<file path="src/rtl/core/pidc_pkg.sv">
package pidc_pkg;

  // value and gain formats
  localparam int VAL_W      = 32;
  localparam int GAIN_W     = 16;
  localparam int EL_W       = 16;
  localparam int DIFF_W     = VAL_W + 1;
  localparam int GAIN_SHIFT = 8;
  localparam int MS_PER_S   = 1000;

  // shared multiplier: narrow signed operand times wide signed operand
  localparam int MUL_A_W = EL_W + 1;
  localparam int DER_W   = 43;
  localparam int MUL_B_W = DER_W + 1;
  localparam int PROD_W  = MUL_A_W + MUL_B_W;
  localparam int ACC_W   = PROD_W;

  // serial divider, two quotient bits a cycle
  localparam int DIVD_W    = 48;
  localparam int QS_W      = DIVD_W + 1;
  localparam int DIV_STEPS = DIVD_W / 2;
  localparam int DIV_CNT_W = $clog2(DIV_STEPS + 1);

  // configuration port
  localparam int CFG_IDX_W  = 3;
  localparam int CFG_DATA_W = VAL_W;

  localparam logic signed [VAL_W-1:0] VAL_MAX = {1'b0, {(VAL_W-1){1'b1}}};
  localparam logic signed [VAL_W-1:0] VAL_MIN = {1'b1, {(VAL_W-1){1'b0}}};

  localparam logic signed [GAIN_W-1:0] GAIN_P_RST     = 16'sd9984;
  localparam logic signed [VAL_W-1:0]  LIMIT_LOW_RST  = -32'sd16711680;
  localparam logic signed [VAL_W-1:0]  LIMIT_HIGH_RST = 32'sd16711680;

  typedef enum logic [CFG_IDX_W-1:0] {
    REG_GAIN_P     = 3'd0,
    REG_GAIN_I     = 3'd1,
    REG_GAIN_D     = 3'd2,
    REG_TARGET     = 3'd3,
    REG_LIMIT_LOW  = 3'd4,
    REG_LIMIT_HIGH = 3'd5
  } cfg_reg_t;

  typedef enum logic [2:0] {
    MUL_ERR_EL = 3'd0,
    MUL_DM_K   = 3'd1,
    MUL_GP_ERR = 3'd2,
    MUL_GI_SUM = 3'd3,
    MUL_GD_DER = 3'd4
  } mul_sel_t;

  typedef enum logic [1:0] {
    ACC_HOLD = 2'd0,
    ACC_LOAD = 2'd1,
    ACC_ADD  = 2'd2,
    ACC_SUB  = 2'd3
  } acc_op_t;

  typedef struct packed {
    logic     capture;
    logic     mul_en;
    mul_sel_t mul_sel;
    logic     div_start;
    logic     div_by_el;
    logic     integ_upd;
    logic     der_upd;
    logic     der_zero;
    acc_op_t  acc_op;
    logic     out_load;
  } pidc_cmd_t;

  typedef struct packed {
    logic el_zero;
    logic div_busy;
  } pidc_stat_t;

endpackage

</file>
<file path="src/rtl/core/pidc_div.sv">
module pidc_div import pidc_pkg::*; (
  input  logic              clk,
  input  logic              rst,
  input  logic              start,
  input  logic [DIVD_W-1:0] dividend,
  input  logic [EL_W-1:0]   divisor,
  output logic              busy,
  output logic [DIVD_W-1:0] quotient
);

  logic [DIVD_W-1:0]    quo;
  logic [DIVD_W-1:0]    quo_mid;
  logic [DIVD_W-1:0]    quo_next;
  logic [EL_W-1:0]      rem;
  logic [EL_W-1:0]      rem_mid;
  logic [EL_W-1:0]      rem_next;
  logic [EL_W-1:0]      dsr;
  logic [DIV_CNT_W-1:0] cnt;

  // one restoring step: dividend bits leave at the top, quotient bits enter below
  function automatic logic [EL_W+DIVD_W-1:0] div_step(input logic [EL_W-1:0] r,
                                                      input logic [DIVD_W-1:0] q,
                                                      input logic [EL_W-1:0] d);
    logic [EL_W:0] t;
    logic [EL_W:0] diff;
    t    = {r, q[DIVD_W-1]};
    diff = t - {1'b0, d};
    if (t >= {1'b0, d}) begin
      return {diff[EL_W-1:0], q[DIVD_W-2:0], 1'b1};
    end else begin
      return {t[EL_W-1:0], q[DIVD_W-2:0], 1'b0};
    end
  endfunction

  always_comb begin
    {rem_mid, quo_mid}   = div_step(rem, quo, dsr);
    {rem_next, quo_next} = div_step(rem_mid, quo_mid, dsr);
  end

  always_ff @(posedge clk) begin
    if (rst) begin
      busy <= 1'b0;
      cnt  <= '0;
    end else if (start) begin
      busy <= 1'b1;
      cnt  <= DIV_CNT_W'(DIV_STEPS);
    end else if (busy) begin
      cnt <= cnt - DIV_CNT_W'(1);
      if (cnt == DIV_CNT_W'(1)) begin
        busy <= 1'b0;
      end
    end
  end

  always_ff @(posedge clk) begin
    if (start) begin
      quo <= dividend;
      rem <= '0;
      dsr <= divisor;
    end else if (busy) begin
      quo <= quo_next;
      rem <= rem_next;
    end
  end

  assign quotient = quo;

  a_div_start: assert property (@(posedge clk) disable iff (rst)
    start |=> busy && cnt == DIV_CNT_W'(DIV_STEPS))
    else $error("divider did not load its step count");

  a_div_end: assert property (@(posedge clk) disable iff (rst)
    busy && !start && cnt == DIV_CNT_W'(1) |=> !busy)
    else $error("divider ran past its last step");

endmodule

</file>
<file path="src/rtl/core/pidc_dpath.sv">
module pidc_dpath import pidc_pkg::*; (
  input  logic                    clk,
  input  logic                    rst,
  input  logic                    cfg_we,
  input  logic [CFG_IDX_W-1:0]    cfg_index,
  input  logic [CFG_DATA_W-1:0]   cfg_data,
  input  logic signed [VAL_W-1:0] measurement,
  input  logic [EL_W-1:0]         elapsed_ms,
  input  pidc_cmd_t               cmd,
  output pidc_stat_t              stat,
  output logic signed [VAL_W-1:0] drive,
  output logic signed [VAL_W-1:0] drive_negated,
  output logic                    saturated
);

  logic signed [GAIN_W-1:0]  gain_p;
  logic signed [GAIN_W-1:0]  gain_i;
  logic signed [GAIN_W-1:0]  gain_d;
  logic signed [VAL_W-1:0]   target;
  logic signed [VAL_W-1:0]   limit_low;
  logic signed [VAL_W-1:0]   limit_high;
  logic signed [VAL_W-1:0]   integral;
  logic signed [VAL_W-1:0]   prev;

  logic signed [DIFF_W-1:0]  err;
  logic signed [DIFF_W-1:0]  dm;
  logic [EL_W-1:0]           el;
  logic signed [PROD_W-1:0]  prod;
  logic signed [DER_W-1:0]   der;
  logic signed [ACC_W-1:0]   acc;
  logic                      div_neg;

  logic signed [MUL_A_W-1:0] mul_a;
  logic signed [MUL_B_W-1:0] mul_b;
  logic signed [PROD_W-1:0]  mul_p;
  logic [PROD_W-1:0]         prod_mag;
  logic                      div_busy;
  logic [DIVD_W-1:0]         quotient;
  logic signed [QS_W-1:0]    q_ext;
  logic signed [QS_W-1:0]    q_s;
  logic signed [QS_W-1:0]    sum;
  logic signed [VAL_W-1:0]   sum_c;
  logic signed [ACC_W-1:0]   scaled;
  logic signed [VAL_W-1:0]   drive_c;
  logic signed [VAL_W-1:0]   drive_n;
  logic                      sat_c;

  // configuration, integral and previous measurement
  always_ff @(posedge clk) begin
    if (rst) begin
      gain_p     <= GAIN_P_RST;
      gain_i     <= '0;
      gain_d     <= '0;
      target     <= '0;
      limit_low  <= LIMIT_LOW_RST;
      limit_high <= LIMIT_HIGH_RST;
      integral   <= '0;
      prev       <= '0;
    end else begin
      if (cfg_we) begin
        unique case (cfg_index)
          REG_GAIN_P:     gain_p     <= cfg_data[GAIN_W-1:0];
          REG_GAIN_I:     gain_i     <= cfg_data[GAIN_W-1:0];
          REG_GAIN_D:     gain_d     <= cfg_data[GAIN_W-1:0];
          REG_TARGET:     target     <= cfg_data;
          REG_LIMIT_LOW:  limit_low  <= cfg_data;
          REG_LIMIT_HIGH: limit_high <= cfg_data;
          default: ;
        endcase
      end
      if (cmd.capture) begin
        prev <= measurement;
      end
      if (cmd.integ_upd) begin
        integral <= sum_c;
      end
    end
  end

  // shared multiplier
  always_comb begin
    unique case (cmd.mul_sel)
      MUL_ERR_EL: begin
        mul_a = $signed({1'b0, el});
        mul_b = MUL_B_W'(err);
      end
      MUL_DM_K: begin
        mul_a = MUL_A_W'(MS_PER_S);
        mul_b = MUL_B_W'(dm);
      end
      MUL_GP_ERR: begin
        mul_a = MUL_A_W'(gain_p);
        mul_b = MUL_B_W'(err);
      end
      MUL_GI_SUM: begin
        mul_a = MUL_A_W'(gain_i);
        mul_b = MUL_B_W'(integral);
      end
      MUL_GD_DER: begin
        mul_a = MUL_A_W'(gain_d);
        mul_b = MUL_B_W'(der);
      end
      default: begin
        mul_a = '0;
        mul_b = '0;
      end
    endcase
  end

  assign mul_p = mul_a * mul_b;

  // division on magnitudes, sign put back after: truncation toward zero
  assign prod_mag = prod[PROD_W-1] ? -prod : prod;

  pidc_div u_div (
    .clk      (clk),
    .rst      (rst),
    .start    (cmd.div_start),
    .dividend (prod_mag[DIVD_W-1:0]),
    .divisor  (cmd.div_by_el ? el : EL_W'(MS_PER_S)),
    .busy     (div_busy),
    .quotient (quotient)
  );

  assign q_ext = {1'b0, quotient};
  assign q_s   = div_neg ? -q_ext : q_ext;

  // integral clamp, upper limit tested first
  assign sum = QS_W'(integral) + q_s;
  always_comb begin
    if (sum > QS_W'(limit_high)) begin
      sum_c = limit_high;
    end else if (sum < QS_W'(limit_low)) begin
      sum_c = limit_low;
    end else begin
      sum_c = sum[VAL_W-1:0];
    end
  end

  // output: floor scaling by the gain fraction, then the same clamp
  assign scaled = acc >>> GAIN_SHIFT;
  always_comb begin
    sat_c = 1'b1;
    if (scaled > ACC_W'(limit_high)) begin
      drive_c = limit_high;
    end else if (scaled < ACC_W'(limit_low)) begin
      drive_c = limit_low;
    end else begin
      drive_c = scaled[VAL_W-1:0];
      sat_c   = 1'b0;
    end
    drive_n = (drive_c == VAL_MIN) ? VAL_MAX : -drive_c;
  end

  always_ff @(posedge clk) begin
    if (cmd.capture) begin
      err <= {target[VAL_W-1], target} - {measurement[VAL_W-1], measurement};
      dm  <= {measurement[VAL_W-1], measurement} - {prev[VAL_W-1], prev};
      el  <= elapsed_ms;
    end
    if (cmd.mul_en) begin
      prod <= mul_p;
    end
    if (cmd.div_start) begin
      div_neg <= prod[PROD_W-1];
    end
    if (cmd.der_upd) begin
      der <= cmd.der_zero ? '0 : q_s[DER_W-1:0];
    end
    unique case (cmd.acc_op)
      ACC_HOLD: ;
      ACC_LOAD: acc <= prod;
      ACC_ADD:  acc <= acc + prod;
      ACC_SUB:  acc <= acc - prod;
      default: ;
    endcase
    if (cmd.out_load) begin
      drive         <= drive_c;
      drive_negated <= drive_n;
      saturated     <= sat_c;
    end
  end

  assign stat.el_zero  = (el == '0);
  assign stat.div_busy = div_busy;

  a_integ_in_limits: assert property (@(posedge clk) disable iff (rst)
    cmd.integ_upd |=> (limit_low > limit_high) ||
                      (integral >= limit_low && integral <= limit_high))
    else $error("integral left the clamp range");

  a_div_idle_start: assert property (@(posedge clk) disable iff (rst)
    cmd.div_start |-> !div_busy)
    else $error("divider started while still busy");

endmodule

</file>
<file path="src/rtl/core/pidc_ctrl.sv">
module pidc_ctrl import pidc_pkg::*; (
  input  logic       clk,
  input  logic       rst,
  input  logic       in_valid,
  output logic       in_stall,
  output logic       out_valid,
  input  logic       out_stall,
  input  pidc_stat_t stat,
  output pidc_cmd_t  cmd
);

  typedef enum logic [13:0] {
    S_IDLE         = 14'b00000000000001,
    S_MUL_INC      = 14'b00000000000010,
    S_DIV_INC_GO   = 14'b00000000000100,
    S_DIV_INC_WAIT = 14'b00000000001000,
    S_INTEG        = 14'b00000000010000,
    S_MUL_DER      = 14'b00000000100000,
    S_DIV_DER_GO   = 14'b00000001000000,
    S_DIV_DER_WAIT = 14'b00000010000000,
    S_DER          = 14'b00000100000000,
    S_MUL_P        = 14'b00001000000000,
    S_MUL_I        = 14'b00010000000000,
    S_MUL_D        = 14'b00100000000000,
    S_ACC_D        = 14'b01000000000000,
    S_FIN          = 14'b10000000000000
  } state_t;

  state_t state;
  state_t state_next;
  logic   out_free;

  assign in_stall = (state != S_IDLE);
  assign out_free = !out_valid || !out_stall;

  always_comb begin
    state_next = state;
    cmd        = '0;
    unique case (state)
      S_IDLE: begin
        if (in_valid) begin
          cmd.capture = 1'b1;
          state_next  = S_MUL_INC;
        end
      end
      S_MUL_INC: begin
        cmd.mul_en  = 1'b1;
        cmd.mul_sel = MUL_ERR_EL;
        state_next  = S_DIV_INC_GO;
      end
      S_DIV_INC_GO: begin
        cmd.div_start = 1'b1;
        state_next    = S_DIV_INC_WAIT;
      end
      S_DIV_INC_WAIT: begin
        if (!stat.div_busy) begin
          state_next = S_INTEG;
        end
      end
      S_INTEG: begin
        cmd.integ_upd = 1'b1;
        // no elapsed time: derivative forced to zero, skip its division
        state_next    = stat.el_zero ? S_DER : S_MUL_DER;
      end
      S_MUL_DER: begin
        cmd.mul_en  = 1'b1;
        cmd.mul_sel = MUL_DM_K;
        state_next  = S_DIV_DER_GO;
      end
      S_DIV_DER_GO: begin
        cmd.div_start = 1'b1;
        cmd.div_by_el = 1'b1;
        state_next    = S_DIV_DER_WAIT;
      end
      S_DIV_DER_WAIT: begin
        if (!stat.div_busy) begin
          state_next = S_DER;
        end
      end
      S_DER: begin
        cmd.der_upd  = 1'b1;
        cmd.der_zero = stat.el_zero;
        state_next   = S_MUL_P;
      end
      S_MUL_P: begin
        cmd.mul_en  = 1'b1;
        cmd.mul_sel = MUL_GP_ERR;
        state_next  = S_MUL_I;
      end
      S_MUL_I: begin
        cmd.mul_en  = 1'b1;
        cmd.mul_sel = MUL_GI_SUM;
        cmd.acc_op  = ACC_LOAD;
        state_next  = S_MUL_D;
      end
      S_MUL_D: begin
        cmd.mul_en  = 1'b1;
        cmd.mul_sel = MUL_GD_DER;
        cmd.acc_op  = ACC_ADD;
        state_next  = S_ACC_D;
      end
      S_ACC_D: begin
        cmd.acc_op = ACC_SUB;
        state_next = S_FIN;
      end
      S_FIN: begin
        // hold until the output register can take the item
        if (out_free) begin
          cmd.out_load = 1'b1;
          state_next   = S_IDLE;
        end
      end
      default: state_next = S_IDLE;
    endcase
  end

  always_ff @(posedge clk) begin
    if (rst) begin
      state     <= S_IDLE;
      out_valid <= 1'b0;
    end else begin
      state <= state_next;
      if (cmd.out_load) begin
        out_valid <= 1'b1;
      end else if (!out_stall) begin
        out_valid <= 1'b0;
      end
    end
  end

  a_accept_starts: assert property (@(posedge clk) disable iff (rst)
    in_valid && !in_stall |=> state == S_MUL_INC)
    else $error("accepted item did not start the sequence");

  a_no_overwrite: assert property (@(posedge clk) disable iff (rst)
    cmd.out_load |-> !out_valid || !out_stall)
    else $error("output register loaded over a waiting item");

endmodule

</file>
<file path="src/rtl/core/pid_controller_clamped_top.sv">
// channel  direction  handshake          payload
// in       input      in_valid/in_stall  measurement, elapsed_ms
// out      output     out_valid/out_stall drive, drive_negated, saturated
// cfg      input      cfg_we             cfg_index, cfg_data
//
// most of the time per item goes to the shared radix-4 divider, 24 steps for each
// of its two divisions; the second is skipped when elapsed_ms is zero
// synchronous reset restores gains and limits and clears integral and last measurement
// a result waits in the output register while out_stall is high; the next item is
// taken meanwhile and only its last cycle waits for that register to free
module pid_controller_clamped_top import pidc_pkg::*; (
  input  logic                    clk,
  input  logic                    rst,
  input  logic                    cfg_we,
  input  logic [CFG_IDX_W-1:0]    cfg_index,
  input  logic [CFG_DATA_W-1:0]   cfg_data,
  input  logic                    in_valid,
  output logic                    in_stall,
  input  logic signed [VAL_W-1:0] measurement,
  input  logic [EL_W-1:0]         elapsed_ms,
  output logic                    out_valid,
  input  logic                    out_stall,
  output logic signed [VAL_W-1:0] drive,
  output logic signed [VAL_W-1:0] drive_negated,
  output logic                    saturated
);

  pidc_cmd_t  cmd;
  pidc_stat_t stat;

  pidc_ctrl u_ctrl (
    .clk       (clk),
    .rst       (rst),
    .in_valid  (in_valid),
    .in_stall  (in_stall),
    .out_valid (out_valid),
    .out_stall (out_stall),
    .stat      (stat),
    .cmd       (cmd)
  );

  pidc_dpath u_dpath (
    .clk           (clk),
    .rst           (rst),
    .cfg_we        (cfg_we),
    .cfg_index     (cfg_index),
    .cfg_data      (cfg_data),
    .measurement   (measurement),
    .elapsed_ms    (elapsed_ms),
    .cmd           (cmd),
    .stat          (stat),
    .drive         (drive),
    .drive_negated (drive_negated),
    .saturated     (saturated)
  );

endmodule
</file>
<file path="config.mk">
export PLATFORM = sky130hd
export DESIGN_NAME = pid_controller_clamped_top
export DESIGN_NICKNAME = d
export VERILOG_FILES = /design/src/rtl/core/pidc_pkg.sv /design/src/rtl/core/pidc_div.sv /design/src/rtl/core/pidc_dpath.sv /design/src/rtl/core/pidc_ctrl.sv /design/src/rtl/core/pid_controller_clamped_top.sv
export SDC_FILE = /design/constraint.sdc
export NUM_CORES = 2
export LEC_CHECK = 0
export ABC_AREA = 1
export BUFFER_PORTS_ARGS = -buffer_cell sky130_fd_sc_hd__buf_2
export CAP_MARGIN = 20
export CORE_ASPECT_RATIO = 0.6
export CORE_MARGIN = 8
export CORE_UTILIZATION = 35
export DETAILED_ROUTE_END_ITERATION = 8
export PLACE_DENSITY = 0.62
export SYNTH_ARGS = -nofsm -noshare
export SYNTH_HDL_FRONTEND = slang
export SYNTH_HIERARCHICAL = 1
export SYNTH_SLANG_ARGS = --single-unit
</file>
<file path="constraint.sdc">
create_clock -name clk -period 16.04 [get_ports clk]
set_clock_uncertainty 0.15 [all_clocks]
set_input_delay 1.604 -clock clk [delete_from_list [all_inputs] [get_ports clk]]
set_output_delay 1.604 -clock clk [all_outputs]
set_load 0.02 [all_outputs]
</file>
==> flow_summary_export.csv <==
group,metric,value,unit
yosys,syn_nets,10610,
sta,tns,0,ns
clock_network,cts_inserted_buffers,73,
sta,tightest_slew,1.149,ns
route,drt-initial-drc-count,8841,
cells_and_area,drive_gt1_frac,0.06457,
setup_path,cp_top_family,"simple AND/OR/NAND/NOR gates",
die,die_w,597.1,um
die,fp-row-count,128,
global_routing,grt_usage,0.2531,
clock_network,cts.clk_slew.worst_paths,0.07,ns
yosys,synth_cell_types,67,
global_routing,antenna_found_initial,16,
global_routing,grt_max_degree,90,
setup_path,reg2reg_depth,38,
yosys,synth-edff-count,377,
status,outcome,"complete, no violations",
cells_and_area,fill_cells,21030,
cells_and_area,nNetsFinal,10690,
yosys,ys_seq_area_frac,0.2288,
clock_network,htree_levels,3,
clock_network,ctsHoldBuffers,0,
setup_path,critPathArrivalTime,11.46,ns
yosys,synth_area,70900,um2
yosys,yosys_warnings,6,
placed_design,hpwlAfterDp,233700,um
sta,setup_violations,0,
die,die_area,217700,um2
yosys,synth.avg_cell_area,7.640,um2
clock_network,clock-sinks,622,
setup_path,cp-end-kind,"register",
yosys,ys.flop_type,"edfxtp_1",
global_routing,grt_pass1_wl,414200,um
placed_design,place.gp.congestion,1.041,
route,via_per_inst,5.391,
setup_path,crit_path_frequent_cell,"inv_1",
yosys,async_flop_share,0,
clock_network,cts_root_buf,"clkbuf_16",
yosys,ys_ff_latch,622,
sta,drv_slew,0,
route,ant_nets,0,
setup_path,critPathMaxStageDelay,0.80,ns
sta,grt_setup_unrepaired,"no",
setup_path,cp_max_fo,38,
route,wl_per_cell,23.48,um
setup_path,cp-start-kind,"register",
clock_network,insertion_delay,0.72,ns
route,num_vias,65490,
route,drt-pass1-iter-count,6,
clock_network,post_cts_buffers,0,
sta,fin_crit,11.20,ns
setup_path,critPathKind,"reg2reg",
setup_path,path_buf_inv,11,
die,start_util,0.3508,
die,core_area,202100,um2
placed_design,port-buffer-count,154,
sta,hold_violations,0,
global_routing,grt.overflow.total,0,
sta,finalCritPeriodShare,0.6980,
flow_run,cap_violations,0,
setup_path,cp.required,16.31,ns
sta,slew_headroom,0.2338,
yosys,syn_inst,9280,
clock_network,post_cts_resized,0,
min_path,hold_depth,2,
route,drc,0,
setup_path,cp_slowest_cell,"nor4_1",
route,routed_wirelength,285200,um
global_routing,grt_pass1_vias,60850,
cells_and_area,synthToLayoutAreaGrowth,9.441,%
setup_path,crit_cells,38,
min_path,hold_class,"reg2reg",
die,io_pins,155,
sta,fmax,89.32,MHz
die,die_y,364.6,um
clock_network,cts_buffer_depth,3,
clock_network,cts_tree,"yes",
==> kinds of logic (layout without fill, tap and decap cells) <==
group | Yosys count | count (layout) | synth area share
compound gates | 1519 | 1519 | 0.1215
xor+xnor | 284 | 284 | 0.03508
fa+ha+maj | 1246 | 1246 | 0.2937
buf+inv | 2053 | 2189 | 0.1108
flops | 622 | 622 | 0.2288
other cells | 0 | 1 | 0
simple gates | 3556 | 3556 | 0.2101
==> synth_stat cells, drive strengths merged, types with 27 or more instances <==
cell / n / area, um2
clkinv: 29 / 108.9
fa: 697 / 13950
a21oi: 601 / 3064
nand2: 1978 / 7604
clkbuf: 224 / 870.8
nand4: 58 / 377.9
o211ai: 31 / 232.7
o21ai: 560 / 2806
ha: 549 / 6869
nand3: 341 / 1889
edfxtp: 377 / 11320
buf: 37 / 257.8
dfxtp: 245 / 4905
nor4: 37 / 231.5
xnor2: 93 / 814.5
o21a: 27 / 202.7
nor2: 1007 / 3964
a31oi: 108 / 675.7
inv: 1763 / 6618
nor3: 68 / 375.4
or2: 40 / 250.2
a221oi: 37 / 392.9
a22o: 35 / 306.5
xor2: 191 / 1673
==> per-layer routing <==
metal | track usage | wire [um] | up-vias
met5 | 0 | 67 | -
met4 | 0.04177 | 5044 | 8
met3 | 0.09156 | 40510 | 308
met2 | 0.3210 | 102500 | 3715
met1 | 0.4016 | 137100 | 31810
li1 | - | - | 29650
==> layout make-up <==
| cell class | instances | area (um2) | area share |
|---|---|---|---|
| Clock buffer | 85 | 1944 | 0.02506 |
| Tap cell | 2730 | 3416 | 0.04402 |
| Clock inverter | 49 | 674.4 | 0.008691 |
| Timing Repair Buffer | 263 | 1663 | 0.02143 |
| Inverter | 1792 | 6729 | 0.08672 |
| Multi-Input combinational cell | 6605 | 46940 | 0.6049 |
| Sequential cell | 622 | 16230 | 0.2091 |
| Antenna cell | 1 | 2.502 | 0.00003225 |
==> state kept, by name, indices dropped and copies added, names as in the netlist, 32 cells and up <==
register and cells:
u_dpath/drive_negated 32, u_dpath/prod 61, u_dpath/der 43, u_dpath/acc 61, u_dpath/limit_high 32, u_dpath/prev 32, u_dpath/dm 33, u_dpath/integral 32
u_dpath/drive 32, u_dpath/u_div/quotient 48, u_dpath/target 32, u_dpath/err 33, u_dpath/limit_low 32
==> worst min-delay path, stage by stage, from the launching register on <==
cell and delay (ns):
dfxtp_1 0.31, inv_1 0.05, a21oi_1 0.05
==> final timing paths <==
path,startpoint,slack [ns],endpoint
worst max-delay path,u_ctrl/state[2],4.84,u_dpath/prod[58]
worst min-delay path,u_dpath/target[10],0.30,u_dpath/target[10]
worst max register to register,u_ctrl/state[2],4.84,u_dpath/prod[58]
worst min register to register,u_dpath/target[10],0.30,u_dpath/target[10]
==> through the flow <==
step / hold WS, ns / cells / worst slack (ns) / utilization / area, um2
3_3_place_gp: 0.2874 / 12000 / 5.212 / 0.3702 / 74830
4_1_cts: 0.3038 / 12140 / 5.288 / 0.3835 / 77500
5_1_grt: 0.3291 / 12150 / 4.403 / 0.3839 / 77590
6_report: 0.3026 / 12150 / 4.845 / 0.3839 / 77590
2_1_floorplan: 0.2744 / 9280 / 7.897 / - / 70900
3_5_place_dp: 0.2943 / 12010 / 5.337 / 0.3705 / 74880
==> placed cells by master (no fill, tap or decap), types with 93 or more instances in the layout <==
master / instances
ha_1: 549
nand2_1: 1930
dfxtp_1: 245
a21oi_1: 593
fa_1: 697
nor2_1: 958
o21ai_0: 542
buf_2: 154
inv_1: 1747
buf_4: 101
xor2_1: 191
xnor2_1: 93
a31oi_1: 108
nand3_1: 311
edfxtp_1: 377
Power is not shown: default switching activity piles up to over one toggle a cycle in this logic, so the estimate is an artifact.
